===== src/rtl/core/bsa_pkg.sv =====
// bsa_pkg: shared types, constants and helpers of the bitmap slot allocator
// used by bsa_word_mem, bsa_seq and bitmap_slot_allocator; no dependencies
`default_nettype none

package bsa_pkg;

   // fixed field widths
   localparam int WORD_BITS = 32;
   localparam int BIT_W     = 5;
   localparam int IDX_W     = 10;
   localparam int CNT_W     = 11;
   localparam int CAP_W     = 16;

   // largest word count that a slot index can address
   localparam int ADDR_WORDS = 1 << (IDX_W - BIT_W);

   localparam logic [WORD_BITS-1:0] ALL_ONES  = 32'hffff_ffff;
   localparam logic [WORD_BITS-1:0] ZERO_WORD = 32'h0000_0000;

   // operation codes
   localparam logic [1:0] MODE_TEST  = 2'd0;
   localparam logic [1:0] MODE_SET   = 2'd1;
   localparam logic [1:0] MODE_RESET = 2'd2;
   localparam logic [1:0] MODE_FLIP  = 2'd3;

   // input item, mode in the lowest bits
   typedef struct packed {
      logic [CNT_W-1:0] request_count;
      logic [IDX_W-1:0] slot_index;
      logic [1:0]       mode;
   } req_type;

   // result item, bit_before in the lowest bits
   typedef struct packed {
      logic             index_error;
      logic             pool_empty;
      logic             pool_full;
      logic             has_space_many;
      logic             none_set;
      logic             any_set;
      logic             all_set;
      logic             no_free_found;
      logic [CNT_W-1:0] first_free;
      logic [CNT_W-1:0] free_count;
      logic [CNT_W-1:0] used_count;
      logic             bit_before;
   } rsp_type;

   localparam int REQ_BITS = $bits(req_type);
   localparam int RSP_BITS = $bits(rsp_type);

   // position of the lowest set bit; zero when none is set
   function automatic logic [BIT_W-1:0] lowest_one(input logic [WORD_BITS-1:0] vec);
      logic [BIT_W-1:0] pos;
      pos = '0;
      for (int i = WORD_BITS - 1; i >= 0; i--) begin
         if (vec[i]) begin
            pos = BIT_W'(i);
         end
      end
      return pos;
   endfunction

endpackage

`default_nettype wire


===== src/rtl/core/bsa_word_mem.sv =====
// bsa_word_mem: occupancy word memory, one write and one read port,
// registered read data; per-word valid bits make unwritten words read as zero
// depends on bsa_pkg
`default_nettype none

module bsa_word_mem #(
   parameter int DEPTH = 32,
   parameter int AW    = 5
) (
   input  wire                                 clock,
   input  wire                                 reset,
   input  wire                                 rd_en,
   input  wire  [AW-1:0]                       rd_addr,
   output logic [bsa_pkg::WORD_BITS-1:0]       rd_data,
   input  wire                                 wr_en,
   input  wire  [AW-1:0]                       wr_addr,
   input  wire  [bsa_pkg::WORD_BITS-1:0]       wr_data
);
   import bsa_pkg::*;

   logic [WORD_BITS-1:0] word_mem [DEPTH];
   logic [WORD_BITS-1:0] rd_q_ff;
   logic                 rd_vld_ff;
   logic [DEPTH-1:0]     vld_ff;

   // storage array and registered read
   always_ff @(posedge clock) begin
      if (wr_en) begin
         word_mem[wr_addr] <= wr_data;
      end
      if (rd_en) begin
         rd_q_ff <= word_mem[rd_addr];
      end
   end

   // valid bits, cleared at once by reset
   always_ff @(posedge clock) begin
      if (reset) begin
         vld_ff    <= '0;
         rd_vld_ff <= 1'b0;
      end else begin
         if (wr_en) begin
            vld_ff[wr_addr] <= 1'b1;
         end
         if (rd_en) begin
            rd_vld_ff <= vld_ff[rd_addr];
         end
      end
   end

   // a word never written reads as cleared
   assign rd_data = rd_vld_ff ? rd_q_ff : ZERO_WORD;

endmodule

`default_nettype wire


===== src/rtl/core/bsa_seq.sv =====
// bsa_seq: sequencer of the allocator: read-modify-write of one occupancy word,
// counters, tracked lowest free slot and the word-by-word free search
// depends on bsa_pkg; drives bsa_word_mem
`default_nettype none

module bsa_seq #(
   parameter int WORD_COUNT = 32,
   parameter int MEM_WORDS  = 32,
   parameter int AW         = 5
) (
   input  wire                      clock,
   input  wire                      reset,
   // accepted item
   input  wire                      req_valid,
   output logic                     req_ready,
   input  wire  bsa_pkg::req_type   req,
   // word memory
   output logic                     rd_en,
   output logic [AW-1:0]            rd_addr,
   input  wire  [bsa_pkg::WORD_BITS-1:0] rd_data,
   output logic                     wr_en,
   output logic [AW-1:0]            wr_addr,
   output logic [bsa_pkg::WORD_BITS-1:0] wr_data,
   // result
   input  wire                      rsp_space,
   output logic                     rsp_load,
   output bsa_pkg::rsp_type         rsp
);
   import bsa_pkg::*;

   localparam int CAPACITY = WORD_COUNT * WORD_BITS;
   localparam int CNT_MAX  = (CAPACITY > 2047) ? 2047 : CAPACITY;
   localparam int NZ_W     = $clog2(MEM_WORDS + 1);

   localparam logic [CAP_W-1:0] CAP_LIMIT  = CAP_W'(CAPACITY);
   localparam logic [CNT_W-1:0] CNT_TOP    = CNT_W'(CNT_MAX);
   localparam logic [CNT_W-1:0] MEM_END    = CNT_W'(MEM_WORDS * WORD_BITS);
   localparam logic [AW-1:0]    LAST_ADDR  = AW'(MEM_WORDS - 1);
   localparam logic [NZ_W-1:0]  WORDS_HELD = NZ_W'(MEM_WORDS);
   localparam bit               ZERO_TAIL  = (WORD_COUNT > MEM_WORDS);

   // state codes
   localparam logic [2:0] ST_IDLE   = 3'd0;
   localparam logic [2:0] ST_MODIFY = 3'd1;
   localparam logic [2:0] ST_SCAN   = 3'd2;
   localparam logic [2:0] ST_FETCH  = 3'd3;
   localparam logic [2:0] ST_REPORT = 3'd4;

   logic [2:0]           state_ff, state_in;
   logic [1:0]           mode_ff, mode_in;
   logic [IDX_W-1:0]     idx_ff, idx_in;
   logic [CNT_W-1:0]     reqcnt_ff, reqcnt_in;
   logic                 err_ff, err_in;
   logic                 before_ff, before_in;
   logic                 nofree_ff, nofree_in;
   logic [CNT_W-1:0]     used_ff, used_in;
   logic [CNT_W-1:0]     free_ff, free_in;
   logic [CNT_W-1:0]     lowest_ff, lowest_in;
   logic [NZ_W-1:0]      full_cnt_ff, full_cnt_in;
   logic [NZ_W-1:0]      nz_cnt_ff, nz_cnt_in;
   logic [WORD_BITS-1:0] scan_word_ff, scan_word_in;
   logic [BIT_W-1:0]     scan_bit_ff, scan_bit_in;
   logic [AW-1:0]        scan_addr_ff, scan_addr_in;

   logic [BIT_W-1:0]     bit_pos;
   logic [WORD_BITS-1:0] bit_mask;
   logic [WORD_BITS-1:0] new_word;
   logic [WORD_BITS-1:0] clear_bits;
   logic                 old_full, new_full, old_nz, new_nz;

   assign bit_pos    = idx_ff[BIT_W-1:0];
   assign bit_mask   = WORD_BITS'(1) << bit_pos;
   assign clear_bits = ~scan_word_ff & (ALL_ONES << scan_bit_ff);
   assign old_full   = (rd_data == ALL_ONES);
   assign new_full   = (new_word == ALL_ONES);
   assign old_nz     = (rd_data != ZERO_WORD);
   assign new_nz     = (new_word != ZERO_WORD);

   // new value of the addressed word
   always_comb begin
      case (mode_ff)
         MODE_SET:   new_word = rd_data | bit_mask;
         MODE_RESET: new_word = rd_data & ~bit_mask;
         MODE_FLIP:  new_word = rd_data ^ bit_mask;
         default:    new_word = rd_data;
      endcase
   end

   // sequencer
   always_comb begin
      state_in     = state_ff;
      mode_in      = mode_ff;
      idx_in       = idx_ff;
      reqcnt_in    = reqcnt_ff;
      err_in       = err_ff;
      before_in    = before_ff;
      nofree_in    = nofree_ff;
      used_in      = used_ff;
      free_in      = free_ff;
      lowest_in    = lowest_ff;
      full_cnt_in  = full_cnt_ff;
      nz_cnt_in    = nz_cnt_ff;
      scan_word_in = scan_word_ff;
      scan_bit_in  = scan_bit_ff;
      scan_addr_in = scan_addr_ff;
      req_ready    = 1'b0;
      rd_en        = 1'b0;
      rd_addr      = idx_ff[BIT_W +: AW];
      wr_en        = 1'b0;
      wr_addr      = idx_ff[BIT_W +: AW];
      wr_data      = new_word;
      rsp_load     = 1'b0;
      case (state_ff)
         ST_IDLE: begin
            req_ready = 1'b1;
            rd_addr   = req.slot_index[BIT_W +: AW];
            if (req_valid) begin
               mode_in   = req.mode;
               idx_in    = req.slot_index;
               reqcnt_in = req.request_count;
               before_in = 1'b0;
               nofree_in = 1'b0;
               err_in    = (CAP_W'(req.slot_index) >= CAP_LIMIT);
               if (CAP_W'(req.slot_index) >= CAP_LIMIT) begin
                  state_in = ST_REPORT;
               end else begin
                  rd_en    = 1'b1;
                  state_in = ST_MODIFY;
               end
            end
         end
         ST_MODIFY: begin
            before_in = rd_data[bit_pos];
            wr_en     = (mode_ff != MODE_TEST);
            state_in  = ST_REPORT;
            // whole-word tallies for the all and any flags
            if (new_full && !old_full) begin
               full_cnt_in = full_cnt_ff + NZ_W'(1);
            end else if (!new_full && old_full) begin
               full_cnt_in = full_cnt_ff - NZ_W'(1);
            end
            if (new_nz && !old_nz) begin
               nz_cnt_in = nz_cnt_ff + NZ_W'(1);
            end else if (!new_nz && old_nz) begin
               nz_cnt_in = nz_cnt_ff - NZ_W'(1);
            end
            case (mode_ff)
               MODE_SET: begin
                  if (used_ff < CNT_TOP) begin
                     used_in = used_ff + CNT_W'(1);
                  end
                  if (free_ff != '0) begin
                     free_in = free_ff - CNT_W'(1);
                  end
                  // the tracked slot got taken: search upward from it
                  if (CNT_W'(idx_ff) == lowest_ff) begin
                     scan_word_in = new_word;
                     scan_bit_in  = bit_pos;
                     scan_addr_in = idx_ff[BIT_W +: AW];
                     state_in     = ST_SCAN;
                  end
               end
               MODE_RESET: begin
                  if (used_ff != '0) begin
                     used_in = used_ff - CNT_W'(1);
                  end
                  if (free_ff < CNT_TOP) begin
                     free_in = free_ff + CNT_W'(1);
                  end
                  if (CNT_W'(idx_ff) < lowest_ff) begin
                     lowest_in = CNT_W'(idx_ff);
                  end
               end
               default: begin
               end
            endcase
         end
         ST_SCAN: begin
            rd_addr = scan_addr_ff + AW'(1);
            if (clear_bits != ZERO_WORD) begin
               lowest_in = (CNT_W'(scan_addr_ff) << BIT_W) |
                           CNT_W'(lowest_one(clear_bits));
               state_in  = ST_REPORT;
            end else if (scan_addr_ff == LAST_ADDR) begin
               // words past the addressable range stay clear; with none, no free slot is left
               if (ZERO_TAIL) begin
                  lowest_in = MEM_END;
               end else begin
                  lowest_in = CNT_TOP;
                  nofree_in = 1'b1;
               end
               state_in = ST_REPORT;
            end else begin
               rd_en        = 1'b1;
               scan_addr_in = scan_addr_ff + AW'(1);
               state_in     = ST_FETCH;
            end
         end
         ST_FETCH: begin
            scan_word_in = rd_data;
            scan_bit_in  = '0;
            state_in     = ST_SCAN;
         end
         ST_REPORT: begin
            if (rsp_space) begin
               rsp_load = 1'b1;
               state_in = ST_IDLE;
            end
         end
         default: begin
            state_in = ST_IDLE;
         end
      endcase
   end

   // control and counters
   always_ff @(posedge clock) begin
      if (reset) begin
         state_ff    <= ST_IDLE;
         used_ff     <= '0;
         free_ff     <= CNT_TOP;
         lowest_ff   <= '0;
         full_cnt_ff <= '0;
         nz_cnt_ff   <= '0;
      end else begin
         state_ff    <= state_in;
         used_ff     <= used_in;
         free_ff     <= free_in;
         lowest_ff   <= lowest_in;
         full_cnt_ff <= full_cnt_in;
         nz_cnt_ff   <= nz_cnt_in;
      end
   end

   // item and search payload
   always_ff @(posedge clock) begin
      mode_ff      <= mode_in;
      idx_ff       <= idx_in;
      reqcnt_ff    <= reqcnt_in;
      err_ff       <= err_in;
      before_ff    <= before_in;
      nofree_ff    <= nofree_in;
      scan_word_ff <= scan_word_in;
      scan_bit_ff  <= scan_bit_in;
      scan_addr_ff <= scan_addr_in;
   end

   // result assembly
   always_comb begin
      rsp.bit_before     = before_ff;
      rsp.used_count     = used_ff;
      rsp.free_count     = free_ff;
      rsp.first_free     = lowest_ff;
      rsp.no_free_found  = nofree_ff;
      rsp.all_set        = !ZERO_TAIL && (full_cnt_ff == WORDS_HELD);
      rsp.any_set        = (nz_cnt_ff != '0);
      rsp.none_set       = (nz_cnt_ff == '0);
      rsp.has_space_many = (free_ff > reqcnt_ff);
      rsp.pool_full      = (free_ff == '0);
      rsp.pool_empty     = (used_ff == '0);
      rsp.index_error    = err_ff;
   end

   // used and free move in step, so they always add up to the capacity, capped at 2047
   assert property (@(posedge clock) disable iff (reset)
      ({1'b0, used_ff} + {1'b0, free_ff}) == (CNT_W + 1)'(CNT_MAX))
      else $error("used and free counters out of step");

   // a full word is also a nonzero word
   assert property (@(posedge clock) disable iff (reset)
      full_cnt_ff <= nz_cnt_ff)
      else $error("full word tally exceeds nonzero word tally");

   // only a set item runs the free search
   assert property (@(posedge clock) disable iff (reset)
      (state_ff == ST_SCAN || state_ff == ST_FETCH) |-> (mode_ff == MODE_SET))
      else $error("free search outside a set");

   // tracked slot never goes past the none marker
   assert property (@(posedge clock) disable iff (reset)
      lowest_ff <= CNT_TOP)
      else $error("tracked free slot out of range");

endmodule

`default_nettype wire


===== src/rtl/core/bitmap_slot_allocator.sv =====
// Bitmap slot allocator: each request beat tests, sets, clears or flips one
// slot of a WORD_COUNT x 32 occupancy bitmap held in a one-port-read,
// one-port-write word memory, and returns one response beat with the old bit,
// the used and free counters, the tracked lowest free slot and the pool flags.
// An item goes through one memory read, one read-modify-write of the
// addressed word and the load of the response register before the next
// item is accepted. Setting the tracked free slot adds a search: the word of
// the slot is scanned, then each further word visited is read from memory
// and bit-scanned, up to min(WORD_COUNT, 32) words in all. A response beat
// that is still waiting when the next one is ready holds the sequencer until
// rsp_tready takes it. The memory's valid bits are cleared by reset at once,
// so no clearing pass follows reset. Slot indexes at or above the capacity
// are flagged, skip the memory and leave the state unchanged.
// depends on bsa_pkg, bsa_word_mem, bsa_seq
`default_nettype none

module bitmap_slot_allocator #(
   parameter int WORD_COUNT = 32
) (
   input  wire         clock,
   input  wire         reset,
   // request: mode [1:0], slot_index [11:2], request_count [22:12], zero [23]
   input  wire         req_tvalid,
   output logic        req_tready,
   input  wire  [23:0] req_tdata,
   // response: bit_before [0], used_count [11:1], free_count [22:12],
   // first_free [33:23], no_free_found [34], all_set [35], any_set [36],
   // none_set [37], has_space_many [38], pool_full [39], pool_empty [40],
   // index_error [41], zero [47:42]
   output logic        rsp_tvalid,
   input  wire         rsp_tready,
   output logic [47:0] rsp_tdata
);
   import bsa_pkg::*;

   localparam int MEM_WORDS = (WORD_COUNT < ADDR_WORDS) ? WORD_COUNT : ADDR_WORDS;
   localparam int AW        = (MEM_WORDS > 1) ? $clog2(MEM_WORDS) : 1;

   req_type              req;
   rsp_type              rsp;
   logic                 rsp_load;
   logic                 rsp_space;
   logic                 rd_en, wr_en;
   logic [AW-1:0]        rd_addr, wr_addr;
   logic [WORD_BITS-1:0] rd_data, wr_data;
   logic                 rsp_valid_ff, rsp_valid_in;
   rsp_type              rsp_ff;

   assign req       = req_type'(req_tdata[REQ_BITS-1:0]);
   assign rsp_space = !rsp_valid_ff || rsp_tready;

   bsa_word_mem #(
      .DEPTH (MEM_WORDS),
      .AW    (AW)
   ) u_mem (
      .clock   (clock),
      .reset   (reset),
      .rd_en   (rd_en),
      .rd_addr (rd_addr),
      .rd_data (rd_data),
      .wr_en   (wr_en),
      .wr_addr (wr_addr),
      .wr_data (wr_data)
   );

   bsa_seq #(
      .WORD_COUNT (WORD_COUNT),
      .MEM_WORDS  (MEM_WORDS),
      .AW         (AW)
   ) u_seq (
      .clock     (clock),
      .reset     (reset),
      .req_valid (req_tvalid),
      .req_ready (req_tready),
      .req       (req),
      .rd_en     (rd_en),
      .rd_addr   (rd_addr),
      .rd_data   (rd_data),
      .wr_en     (wr_en),
      .wr_addr   (wr_addr),
      .wr_data   (wr_data),
      .rsp_space (rsp_space),
      .rsp_load  (rsp_load),
      .rsp       (rsp)
   );

   // response register
   always_comb begin
      rsp_valid_in = rsp_valid_ff;
      if (rsp_load) begin
         rsp_valid_in = 1'b1;
      end else if (rsp_tready) begin
         rsp_valid_in = 1'b0;
      end
   end

   always_ff @(posedge clock) begin
      if (reset) begin
         rsp_valid_ff <= 1'b0;
      end else begin
         rsp_valid_ff <= rsp_valid_in;
      end
   end

   always_ff @(posedge clock) begin
      if (rsp_load) begin
         rsp_ff <= rsp;
      end
   end

   assign rsp_tvalid = rsp_valid_ff;
   assign rsp_tdata  = {(48 - RSP_BITS)'(0), rsp_ff};

endmodule

`default_nettype wire

===== config.mk =====
export PLATFORM = sky130hd
export DESIGN_NAME = bitmap_slot_allocator
export DESIGN_NICKNAME = d
export VERILOG_FILES = /design/src/rtl/core/bsa_pkg.sv /design/src/rtl/core/bsa_word_mem.sv /design/src/rtl/core/bsa_seq.sv /design/src/rtl/core/bitmap_slot_allocator.sv
export SDC_FILE = /design/constraint.sdc
export NUM_CORES = 2
export LEC_CHECK = 0
export BUFFER_PORTS_ARGS = -buffer_cell sky130_fd_sc_hd__buf_2
export CORE_UTILIZATION = 50
export DETAILED_ROUTE_END_ITERATION = 10
export PLACE_DENSITY = 0.66
export SLEW_MARGIN = 20
export SYNTH_ARGS = -nofsm -noshare
export SYNTH_HDL_FRONTEND = slang
export SYNTH_SLANG_ARGS = --single-unit

===== constraint.sdc =====
create_clock -name clock -period 6.1 [get_ports clock]
set_input_delay 0.305 -clock clock [delete_from_list [all_inputs] [get_ports clock]]
set_output_delay 0.305 -clock clock [all_outputs]
set_load 0.01 [all_outputs]

# == After elaboration in Yosys (flattened, before gate mapping) ==
# Memory sizes are Yosys's and may differ from the RTL's. A register that Yosys moved wholly into a read port is not among the register bits.
# Index checks and enable logic that the tools add are counted.
# totals
reg_bits,190
latchBits,0
mem_bits_rw,1024
romBits,0
input_bits,28
output_inout_bits,50
elab_cells,216
n_memories,1
# memory_table
name,depth,word_bits,read_ports,rd_ports_with_merged_regs,wr,line_no,rtl
u_mem.word_mem,32,32,1,1,1,bsa_word_mem.sv:21,logic [WORD_BITS-1:0] word_mem [DEPTH];
# classes
addsub,9
multipliers,0
n_div,0
magnitude_cmp,8
n_eq_ne,26
shifts,2
n_mux,93
n_bitwise,8
reduce_logical,41
# ops
cell,n
2-to-1 mux 5 bit,40
2-to-1 mux 32 bit,3
one-hot mux 32 bit (3 select lines),1
nonzero test 32 bit,3
2-to-1 mux 11 bit,8
one-hot mux 11 bit (2 select lines),3
bitwise AND 32 bit,2
"equality test 32 bit, second input constant",2
inverter 32 bit,2
bitwise OR 32 bit,2
one-hot mux 32 bit (2 select lines),1
"<< shifter 1 x 5 -> 32 bit, first input constant",1
"<< shifter 32 x 5 -> 32 bit, first input constant",1
bitwise XOR 32 bit,1
one-hot mux 5 bit (2 select lines),3
2-to-1 mux 6 bit,4
"adder 11 x 1 -> 11 bit, second input constant",2
zero test 11 bit,2
"< comparator 11 bit, second input constant",2
nonzero test 11 bit,2
"subtractor 11 x 1 -> 11 bit, second input constant",2
"< comparator 5 x 6 -> 1 bit, second input constant",3
2-to-1 mux 3 bit,6
nonzero test 2 bit,9
other kinds (33),82

# == Longest topological paths before layout ==
# depth
ltp_word,39
ltp_mapped,22
depth_no_buf,20

# == Modules after synthesis ==
# A second synthesis with hierarchy kept.
# hier_totals
hier_cells,2935
hier_area_um2,52746.8
# by_module_without_submodules
module,instances,cells_each,area_per_inst_um2,seq_area_each_um2
bsa_word_mem,1,1709,41307.1,32371.0
bsa_seq,1,1173,10083.4,2972.9
bitmap_slot_allocator,1,53,1356.3,1281.2

# == Worst setup path before layout ==
# Ideal clock, no wire load.
# synth_timing
kind,reg-to-reg
start,reg u_seq.idx_ff[0]
end,reg u_seq.full_cnt_ff[5]
setup_time_ps,116
arrival_time_ps,5342
t_required_ps,5984
slack_ps,642
path_stages_with_launch,22
path_buffers,2
period_less_slack_ps,5458
path_cell_list,edfxtp_1 > clkbuf_1 > buf_1 > inv_1 > nor3b_1 > nand2_1 > ha_1 > a222oi_1 > mux2i_1 > nand4_1 > or4_1 > nor2_1 > ha_1 > inv_1 > ha_1 > a21o_1 > a21oi_1 > o21bai_1 > a21oi_1 > xnor2_1 > a21oi_1 > a31o_2
# synth_via
elab_chain_len,9
elab_cells_between_ends,13
cone_classes,eq/ne (1); shift (1); mux (2); bitwise (4); reduce/logical (5)
# synth_rtl
item,line_no,rtl
from (decl),bsa_seq.sv:51,"logic [IDX_W-1:0] idx_ff, idx_in;"
from (signal assigned),bsa_seq.sv:238,idx_ff <= idx_in;
<< shifter 1 x 5 -> 32 bit (*),bsa_seq.sv:72,assign bit_mask = WORD_BITS'(1) << bit_pos;
inverter 32 bit,bsa_seq.sv:83,MODE_RESET: new_word = rd_data & ~bit_mask;
bitwise AND 32 bit,bsa_seq.sv:83,
one-hot mux 32 bit (3 select lines) (*),bsa_seq.sv:81,case (mode_ff)
"net u_mem.wr_data, one bit",bsa_word_mem.sv:17,input wire [bsa_pkg::WORD_BITS-1:0] wr_data
equality test 32 bit (*),bsa_seq.sv:75,assign new_full = (new_word == ALL_ONES);
zero test 1 bit,bsa_seq.sv:139,end else if (!new_full && old_full) begin
logical AND 1 bit,bsa_seq.sv:139,
nonzero test 2 bit (no line),-,
AND reduction 2 bit (no line),-,
to (signal assigned),bsa_seq.sv:230,full_cnt_ff <= full_cnt_in;
to (decl),bsa_seq.sv:59,"logic [NZ_W-1:0] full_cnt_ff, full_cnt_in;"
# Mark *: on every way through the listed nets, which the timed path passes. The rest lies on a longest branch.
# A chain may end at the register's enable or synchronous reset.

# == Worst setup path in the final report ==
# layout_timing
start,reg u_seq.idx_ff[0]
end,reg u_seq.nz_cnt_ff[5]
# layout_via
elab_chain_len,9
elab_cells_between_ends,13
cone_classes,shift (1); mux (2); bitwise (4); reduce/logical (6)
# layout_rtl
item,line_no,rtl
<< shifter 1 x 5 -> 32 bit (*),bsa_seq.sv:72,
inverter 32 bit,bsa_seq.sv:83,
bitwise AND 32 bit,bsa_seq.sv:83,
one-hot mux 32 bit (3 select lines) (*),bsa_seq.sv:81,
"net u_mem.wr_data, one bit",bsa_word_mem.sv:17,
nonzero test 32 bit (*),bsa_seq.sv:77,assign new_nz = (new_word != ZERO_WORD);
zero test 1 bit,bsa_seq.sv:144,end else if (!new_nz && old_nz) begin
logical AND 1 bit,bsa_seq.sv:144,
nonzero test 2 bit (no line),-,
AND reduction 2 bit (no line),-,
to (signal assigned),bsa_seq.sv:231,nz_cnt_ff <= nz_cnt_in;
to (decl),bsa_seq.sv:60,"logic [NZ_W-1:0] nz_cnt_ff, nz_cnt_in;"
# Marks and branches as above.

==> summary.md <==
| Metric | Value |
|---|---|
| Rows | 118 |
| Clock Pin Slew Worst Setup and Hold Paths | ~0.060 ns |
| FF+latch count, synth | 1246 |
| Synth Warn # | 0 |
| Max-cap violations | 0 |
| Cells along the critical path | buf_4 -> nand2_1 -> nor2_1 -> nand2_1 -> ha_1 -> a222oi_1 -> mux2i_2 -> buf_4 -> nor4_1 -> nand4_1 -> or2_2 -> ha_1 -> inv_1 -> buf_4 -> ha_1 -> a21oi_1 -> o21bai_1 -> a21oi_1 -> xnor2_1 -> a21oi_1 -> a31o_2 |
| Post-CTS setup buffer count | 0 |
| Initial DRC Count | between 3k and 4k |
| Vias in the first global route | just under 30k |
| Fmax | ~190 MHz |
| WP buf/inv | 4 |
| DP HPWL | slightly above 80000 um |
| Initial Util | 50.8% |
| Seq/Total Area, Yosys | roughly 70% |
| Layout cells sized above 1 | ~22% |
| Global route overflow | 0 |
| Largest net degree at the start of global routing | roughly 110 |
| Final hold vios | 0 |
| Worst vdd ir | roughly 0.24 mV |
| Finished Cell Area | 59900 sq um |
| Total CTS buffers | ~120 |
| Lkg Pwr | 20.6 nW |
| Least-Margin Pin Slew | between 1 and 1.5 ns |
| Slowest stage cell, crit path | edfxtp_1 |
| Critical Path Sink Type | flop |
| CP max stage delay | 0.60 ns |
| Worst path required time | about 6.7 ns |
| NumNets Final | 3354 |
| Synth cell types | 80 |
| Total chip power | ~19 mW |
| Finished Core Util | between 50% and 60% |
| TritonCTS clock tree | done |
| DRC Markers | 0 |
| CP arrival | just under 6 ns |
| Vias | approximately 29k |
| H-tree depth | 3 |
| RSZ-0062 raised after global routing | no |
| Placement Cell Area | 55600 sq um |
| Routed len/inst | roughly 29 um |
| Worst setup SP type | flop |
| Sink Count | approximately 1.2k |
| Worst Skew | slightly above 0.06 ns |
| All-Layer GR Usage | between 20% and 30% |
| Reg area | around 37000 sq um |
| Most frequent cell after synthesis | edfxtp_1 |
| # setup viols final | 0 |
| Cells after Synth | roughly 3.0k |
| Routed WL | 136000 um |
| Die height | between 300 and 400 um |
| Clock Path Buffers | 3 |
| Outcome | finished clean |
| Post-synth ARST share | 0% |
| DR vias/cell | 6.24 |
| IO Port Bufs | approximately 70 |
| Tcrit/Tclk final | ~86% |
| Clk_lat worst skew | between 0.7 and 0.8 ns |
| TritonRoute pass-1 iters | 7 |
| Routed Antenna Nets | 0 |
| Post-synth top area cell | edfxtp_1 |
| EDFF count, synth | about 1.2k |
| Global-route wire length before repair | 198000 um |
| Cell Pwr Density | 316 nW/um^2 |
| Fraction of synthesized cell area taken by the top area cell type | 66.2% |
| Final Max Slew Viols | 0 |
| Min Tclk post-route | 5.24 ns |
| Worst hold path type | in -> reg |
| Worst hold margin | about 0.22 ns |
| Root Driver | clkbuf_16 |
| Mapped Avg Cell Area | between 15 and 20 sq um |
| Die area | 107000 sq um |
| CP max FO | 34 |
| Die width | 327 um |
| Main synth FF type | edfxtp_1 |
| Largest delay share family, worst path | simple AND/OR/NAND/NOR gates |
| Area occupied by multi-input gates | 15400 sq um |
| Io pins | 78 |
| Synth top area cells | edfxtp_1 (66%), mux4_2 (12%), mux2i_1 (3.4%) |
| Crit path kind | reg -> reg |
| Fill cells | 7731 |
| CTS resizes | 0 |
| Initial antenna violation count | 3 |
| Core ar. | 104000 sq um |
| Routability cong. | just over 0.9 |
| Cell area after synthesis | 52800 sq um |
| Synth-to-layout area growth | 13.5% |
| Synth top cells by count | edfxtp_1 (1164), mux4_2 (270), nand2_1 (230) |
| Setup TNS after final layout | 0 ns |
| Slew margin rel. | about 23% |
## worst register-to-register path: cells and delay by family, from the launching register on
kind,cells,cell delay (ns)
mux,1,0.14
compound gates,6,1.21
fa+ha+maj,3,0.81
flops,1,0.60
xor+xnor,1,0.16
buf+inv,4,0.79
simple gates,6,1.48
## flip-flops by register name, summed over array words and instances, names as in the netlist, 10 cells and up
| name | flops |
|---|---|
| u_seq.free_ff | 11 |
| u_seq.idx_ff | 10 |
| u_mem.vld_ff | 32 |
| u_seq.reqcnt_ff | 11 |
| u_seq.used_ff | 11 |
| rsp_tdata | 41 |
| u_seq.lowest_ff | 11 |
| u_seq.scan_word_ff | 32 |
| u_mem.word_mem | 1024 |
| u_mem.rd_q_ff | 32 |
## cell type report
cell class	count	share of cell area [%]
clock buffers	163	5.45
inverters	109	0.683
multi-input cells	1512	25.7
well taps	1380	2.88
repair buffers	212	2.86
diodes	1	0.00418
flip-flops and latches	1246	61.1
clock inverters	65	1.34
## where the power goes
part	internal, mW	leakage [nW]	total [mW]	switching, mW
clock network	4.37	1.96	7.60	3.22
registers	9.48	11.5	9.58	0.101
logic	0.718	7.11	1.76	1.04
total	14.6	20.6	18.9	4.37
## layout by cell type, fill, tap and decap left out, types with 21 or more instances in the layout
cell type	count
nor4_1	27
o221ai_1	33
o21ai_0	64
nand4_1	26
nor2_4	32
mux4_2	270
dlygate4sd3_1	25
buf_4	101
mux2i_1	146
mux2i_2	21
o21a_1	38
clkbuf_1	36
a222oi_1	32
ha_1	118
a21oi_1	68
nand2_1	229
nand3_1	55
edfxtp_1	1164
a21o_1	21
buf_2	69
dfxtp_1	82
inv_1	109
clkbuf_16	123
nor2_1	73
## path summary, 6_finish.rpt
check / cells after the start / startpoint / slack, ns / to
worst max-delay path: 21 / u_seq.idx_ff[0] / 0.86 / u_seq.nz_cnt_ff[5]
worst min-delay path: 3 / reset / 0.22 / u_seq.free_ff[4]
worst max register to register: 21 / u_seq.idx_ff[0] / 0.86 / u_seq.nz_cnt_ff[5]
worst min register to register: 1 / u_mem.vld_ff[20] / 0.46 / u_mem.vld_ff[20]
## stage by stage
stage	std cells	setup WS, ns
after floorplan	3044	0.642
after global placement	4428	0.858
after detailed placement	4433	0.882
after CTS	4686	0.929
after global routing	4687	0.584
final	4688	0.856
## cells by family (layout without fill, tap and decap cells)
family          count (synthesis)  after routing  share of synthesized area [%]
flops                        1246           1246                           69.3
simple gates                  547            547                           4.86
mux                           452            452                           15.0
compound gates                360            360                           4.93
buf+inv                       286            549                           2.60
fa+ha+maj                     124            124                           2.99
xor+xnor                       22             22                          0.365
other cells                     1              8                        0.00710
## routing by layer
layer / up-vias / wire length (um) / GRT usage, %
met3: 237 / 9710 / 4.21
met4: 4 / 4610 / 8.26
li1: 12509 / - / -
met1: 15327 / 57700 / 36.4
met5: - / 26 / 0
met2: 1196 / 64000 / 40.3
## what timing repair did
| action | CTS | global route |
|---|---|---|
| hold buffers | 25 | 0 |
| endpoints found under the hold margin | 26 | 0 |
| endpoints found under the setup margin | 0 | 0 |
(Power assumes the default switching activity.)
